--- src/rtl/core/vda_pkg.sv ---
package vda_pkg;

  localparam int unsigned DoseW = 48;
  localparam int unsigned SqW   = 64;
  localparam int unsigned CntW  = 32;
  localparam int unsigned ErrW  = 16;
  localparam int unsigned QW    = 40;
  localparam int unsigned MacW  = 128;
  localparam int unsigned MultW = 48;

  // 10000^2: percent in 0.01 units, squared under the root
  localparam logic [MultW-1:0] ErrScale = 48'd100000000;

  typedef struct packed {
    logic [DoseW-1:0] dose;
    logic [SqW-1:0]   sq;
    logic [CntW-1:0]  hits;
    logic [ErrW-1:0]  err;
  } vda_entry_t;

  typedef struct packed {
    logic            start;
    logic [MacW-1:0] a1;
    logic [MultW-1:0] b1;
    logic [MacW-1:0] a2;
    logic [MultW-1:0] b2;
  } vda_mul_req_t;

endpackage

--- src/rtl/core/vda_mul2.sv ---
module vda_mul2 (
  input  logic                        clk_i,
  input  logic                        rst_ni,
  input  vda_pkg::vda_mul_req_t       req_i,
  output logic                        done_o,
  output logic [vda_pkg::MacW-1:0]    p1_o,
  output logic [vda_pkg::MacW-1:0]    p2_o
);

  // two shift-add lanes, one multiplier bit per cycle each
  logic                       run_q;
  logic [vda_pkg::MacW-1:0]   a1_q, a2_q, acc1_q, acc2_q;
  logic [vda_pkg::MultW-1:0]  b1_q, b2_q;

  assign done_o = run_q && (b1_q == '0) && (b2_q == '0);

  always_ff @(posedge clk_i or negedge rst_ni) begin
    if (!rst_ni) begin
      run_q <= 1'b0;
    end else if (req_i.start) begin
      run_q <= 1'b1;
    end else if (done_o) begin
      run_q <= 1'b0;
    end
  end

  always_ff @(posedge clk_i) begin
    if (req_i.start) begin
      a1_q   <= req_i.a1;
      b1_q   <= req_i.b1;
      a2_q   <= req_i.a2;
      b2_q   <= req_i.b2;
      acc1_q <= '0;
      acc2_q <= '0;
    end else if (run_q) begin
      if (b1_q[0]) begin
        acc1_q <= acc1_q + a1_q;
      end
      if (b2_q[0]) begin
        acc2_q <= acc2_q + a2_q;
      end
      a1_q <= a1_q << 1;
      a2_q <= a2_q << 1;
      b1_q <= b1_q >> 1;
      b2_q <= b2_q >> 1;
    end
  end

  assign p1_o = acc1_q;
  assign p2_o = acc2_q;

endmodule

--- config.mk ---
export PLATFORM = sky130hd
export DESIGN_NAME = vda_mul2
export DESIGN_NICKNAME = d
export VERILOG_FILES = /design/src/rtl/core/vda_pkg.sv /design/src/rtl/core/vda_mul2.sv
export SDC_FILE = /design/constraint.sdc
export NUM_CORES = 1
export LEC_CHECK = 0
export BUFFER_PORTS_ARGS = -buffer_cell sky130_fd_sc_hd__buf_4
export CORE_MARGIN = 4
export CORE_UTILIZATION = 45
export CTS_CLUSTER_DIAMETER = 100
export CTS_CLUSTER_SIZE = 30
export DETAILED_ROUTE_END_ITERATION = 6
export GPL_TIMING_DRIVEN = 0
export HOLD_SLACK_MARGIN = 0.08
export PLACE_DENSITY_LB_ADDON = 0.08
export SLEW_MARGIN = 20
export SYNTH_ARGS = -nofsm -noshare
export SYNTH_HDL_FRONTEND = slang
export SYNTH_SLANG_ARGS = --single-unit
--- constraint.sdc ---
create_clock -name clk_i -period 11.7 [get_ports clk_i]
set_clock_uncertainty 0.15 [all_clocks]
set_input_delay 0.585 -clock clk_i [delete_from_list [all_inputs] [get_ports clk_i]]
set_output_delay 0.585 -clock clk_i [all_outputs]
set_load 0.01 [all_outputs]
==> results.md <==
Clock network:
- After clock tree synthesis, the clock-pin slew on the worst setup and hold paths is 0.11 ns.
- The TritonCTS clock tree is done.
- The total clock buffers created by CTS is 31.
- The number of gates resized after CTS is 0.
- In this run the number of H-tree levels came out at 1.
- Counting along the longest clock path gives a buffer depth of 3.
- The tree is rooted in a sky130_fd_sc_hd__clkbuf_16.
- The count of clock tree sinks is 609.
- The latest clock arrival within the worst-skew pair is 0.67 ns.
- The setup fix buffers added after clock tree synthesis is 0.
- In this run, post-CTS hold repair placed 319 buffers.

Setup path:
- The number of cell instances on the worst register-to-register path is 14.
- The largest stage delay on the critical path is 0.85 ns.
- Of all nets on the critical path, the largest fanout is 7.
- The endpoint class of the critical path is a register.
- The slowest stage of the critical path is the sky130_fd_sc_hd__nor4_1 cell.
- The critical path goes through ha_1 > nand3_1 > nor4_1 > nor2_1 > o2bb2ai_1 > o41a_1 > o211a_1 > nor3_1 > nand2b_1 > a31oi_1 > o21a_1 > o31a_1 > o211ai_1 > mux2_1.
- For the worst setup path, the data required time is 12.10 ns.
- The setup path with the least slack is of type reg2reg.
- In this run the critical register-to-register path is captured at p2_o[127].
- The data arrival at the endpoint of the critical path is 6.20 ns.
- The reg-to-reg startpoint is a2_q[8].
- The type of element launching the critical path is a register.
- The internal reg-to-reg setup slack is 5.90 ns.

Placed design:
- The total of buffers placed on input and output ports is 610.
- The number of instances in the placed design is 6109.
- Detailed placement finished with a half-perimeter wire length of 114900 um.
- In this run the cell area measured after placement is 0.04625 mm2.
- The congestion estimate from routability-driven global placement came to 0.9381.

Drt:
- The number of DRC markers in iteration 0 is 2960.
- Dividing the detail-routed wire length by the instance count gives 22.37 um.
- The number of iterations in the first detailed-routing pass is 5.
- Once detail routing completed, the nets flagged for antenna violations numbered 0.
- After detailed routing, the number of vias per cell comes to 5.737.
- The number of remaining DRC errors is 0.
- Summed over all layers, the routed wires come to 145300 um.
- Across all layers, the routed design uses 37270 vias.

Logic synthesis:
- Yosys printed 0 warnings.
- For this run, the register share of the synthesized area comes to 39.31%.
- The flop and latch count out of synthesis is 609.
- Among all flip-flop cells after synthesis, the most frequent one is sky130_fd_sc_hd__edfxtp_1.
- The mean post-synth cell area is 9.243 um2.
- The async set-reset flop share out of synthesis is 0.1642%.
- The net count of the mapped netlist is 4938.
- The number of different library cells in the post-synthesis netlist is 100.
- The area of the mapped netlist is 0.03999 mm2.
- Yosys mapped a number of flops with a built-in enable equal to 352.
- In the synthesized netlist, the number of instances is 4327.

Die:
- The floorplan step set the die height to 306.1 um.
- The initial utilization of the core area, before any placement, comes to 45.33%.
- The number of placed I/O pins is 612.
- The total die area is 0.09371 mm2.
- From left edge to right edge, the die measures 306.1 um.
- Row generation in the floorplan step produced 109 rows.
- The total area inside the core boundary comes to 0.08824 mm2.

Global route:
- The global-route wire length before repair is 218400 um.
- The pin count of the biggest net entering global routing is 56.
- Global routing used 29.57% of the available tracks across all layers.
- Global routing finished with a remaining overflow of 0.
- The number of global-route vias before repair is 36280.
- The initial antenna violation count is 13.

Timing:
- Setup repair after global routing left no endpoint under its margin.
- The final total negative setup slack is 0 ns.
- For the pin with the worst max-slew slack, the measured transition is 1.186 ns.
- The final hold violation count came to 0.
- The final period utilization is 49.59%.
- The final-report max-slew violation count is 0.
- The count of final setup violators is 0.
- The worst pin sits at a relative slew slack of 20.92%.
- Subtracting the final worst setup slack from the clock period gives 5.802 ns.
- Based on the critical path, the design can be clocked at up to 172.3 MHz.

Finish:
- The net count of the finished layout is 5907.
- Compared with the post-synthesis result, the final layout area differs by 26.30%.
- The library cell used most frequently in the layout, excluding fill and tap cells, is sky130_fd_sc_hd__buf_4.
- In the final layout, the share of cells above drive strength 1 is 20.83%.
- In the layout the commonest cells are sky130_fd_sc_hd__buf_4, sky130_fd_sc_hd__nand2_1, sky130_fd_sc_hd__a21oi_1.
- The non-filler instance count after layout is 6496.
- Once layout is done, the placed cells without fillers occupy 0.05051 mm2.

Job:
- The total of max-cap violations is 0.

Hold path:
- The capture endpoint of the worst hold path is a1_q[17].
- The startpoint of the most critical hold path is req_i[241].
- The worst hold path belongs to the class in2reg.
- The number of stages on the worst hold path is 2.

Status:
- The flow ran to the end, and the final reports show no timing, DRC or antenna violations.

Pwr:
- Power spread over the standard cell area amounts to 168.9 mW/mm2.
- The worst vdd rail ir drop is 0.1425 mV.
- The leakage power of the design is 21.08 nW.
## state kept, by name, summed over array words and instances (netlist names)
register	flops
p1_o	128
run_q	1
b2_q	48
a2_q	128
a1_q	128
b1_q	48
p2_o	128
## synth_stat cells, types with 8 or more instances
cell type	n	area share (%)
sky130_fd_sc_hd__or2_2	11	0.17
sky130_fd_sc_hd__o21bai_1	78	1.5
sky130_fd_sc_hd__nor3_1	56	0.70
sky130_fd_sc_hd__nand3_1	46	0.58
sky130_fd_sc_hd__nor2b_1	11	0.17
sky130_fd_sc_hd__a221o_1	8	0.20
sky130_fd_sc_hd__clkbuf_1	205	1.9
sky130_fd_sc_hd__o211ai_1	17	0.32
sky130_fd_sc_hd__nand2_1	593	5.6
sky130_fd_sc_hd__ha_1	254	7.9
sky130_fd_sc_hd__o21a_1	42	0.79
sky130_fd_sc_hd__xor2_1	85	1.9
sky130_fd_sc_hd__and2_1	19	0.30
sky130_fd_sc_hd__dfxtp_1	256	13
sky130_fd_sc_hd__mux2_2	348	9.8
sky130_fd_sc_hd__a21o_1	139	2.6
sky130_fd_sc_hd__and3_1	16	0.25
sky130_fd_sc_hd__edfxtp_1	352	26
sky130_fd_sc_hd__nand4_1	129	2.0
sky130_fd_sc_hd__clkbuf_8	8	0.28
sky130_fd_sc_hd__inv_1	83	0.78
sky130_fd_sc_hd__a31oi_1	40	0.63
sky130_fd_sc_hd__buf_1	10	0.094
sky130_fd_sc_hd__nor2_1	235	2.2
sky130_fd_sc_hd__or4_1	10	0.19
sky130_fd_sc_hd__a221oi_1	16	0.35
sky130_fd_sc_hd__nand2b_1	15	0.23
sky130_fd_sc_hd__a211oi_1	24	0.45
sky130_fd_sc_hd__a21boi_0	14	0.26
sky130_fd_sc_hd__a21oi_1	544	6.8
sky130_fd_sc_hd__o21ai_0	264	3.3
sky130_fd_sc_hd__nor4_1	39	0.61
sky130_fd_sc_hd__or3_1	22	0.34
sky130_fd_sc_hd__o31ai_1	23	0.43
sky130_fd_sc_hd__xnor2_1	142	3.1
sky130_fd_sc_hd__a22o_1	26	0.57
sky130_fd_sc_hd__buf_2	13	0.16
## area by class of cell
class / instances / area (um2)
Clock buffer: 37 / 818.3
Multi-Input combinational cell: 3388 / 22880
Buffer: 247 / 1114
Antenna cell: 11 / 27.53
Inverter: 83 / 311.5
Sequential cell: 609 / 15720
Clock inverter: 20 / 229.0
Fill cell: 7948 / 37720
Timing Repair Buffer: 936 / 7958
Tap cell: 1165 / 1458
## per-layer routing
metal / up-vias / share of wire (%) / GRT usage [%]
li1: 17940 / - / -
met3: 222 / 7.0 / 4.739
met1: 17840 / 44 / 40.46
met5: - / 0.028 / 0
met2: 1262 / 45 / 47.86
met4: 6 / 4.0 / 9.986
## per-stage QoR
step | hold slack [ns] | setup slack, ns | util [%] | total power, mW
floorplan | 0.1394 | 2.415 | - | 5.635
global placement | 0.2255 | -2.286 | 52.17 | 7.039
detailed placement | 0.2249 | 6.075 | 52.41 | 7.052
CTS | 0.08016 | 6.045 | 57.22 | 8.509
global route | 0.08605 | 5.820 | 57.23 | 9.088
finish | 0.1196 | 5.898 | 57.25 | 8.534
## where the power goes
| group | internal, mW | switching [mW] |
|---|---|---|
| Sequential | 2.63 | 0.329 |
| Clock | 0.540 | 0.811 |
| Combinational | 1.75 | 2.47 |
| Total | 4.92 | 3.61 |
## worst max-delay path: cells and delay by family, from the launching register on
| family | cells | cell delay (ns) |
|---|---|---|
| AOI/OAI and AO/OA | 7 | 2.59 |
| and+or+nand+nor | 5 | 1.73 |
| DFF | 1 | 0.43 |
| adders and majority gates | 1 | 0.41 |
| muxes | 1 | 0.39 |
## worst max path at each step
stage	start	end	slack (ns)	cells after the start
floorplan	req_i[352]	a1_q[0]	2.42	3
global placement	req_i[352]	a1_q[39]	-2.29	3
detailed placement	a2_q[8]	p2_o[127]	6.07	14
CTS	a2_q[8]	p2_o[127]	6.05	14
global route	a2_q[7]	p2_o[127]	5.82	14
finish	a2_q[8]	p2_o[127]	5.90	14
## kinds of logic (layout without fill, tap and decap cells)
logic type,after synthesis,count (layout),share of synthesized area [%]
AOI/OAI and AO/OA,1320,1320,20.23
and+or+nand+nor,1236,1236,14.07
DFF,609,609,39.31
muxes,349,349,9.826
buffers and inverters,330,1323,3.545
adders and majority gates,256,256,8.046
xor gates and xnor gates,227,227,4.971
other,0,11,0
No activity file was read; power rests on OpenSTA's default activity.
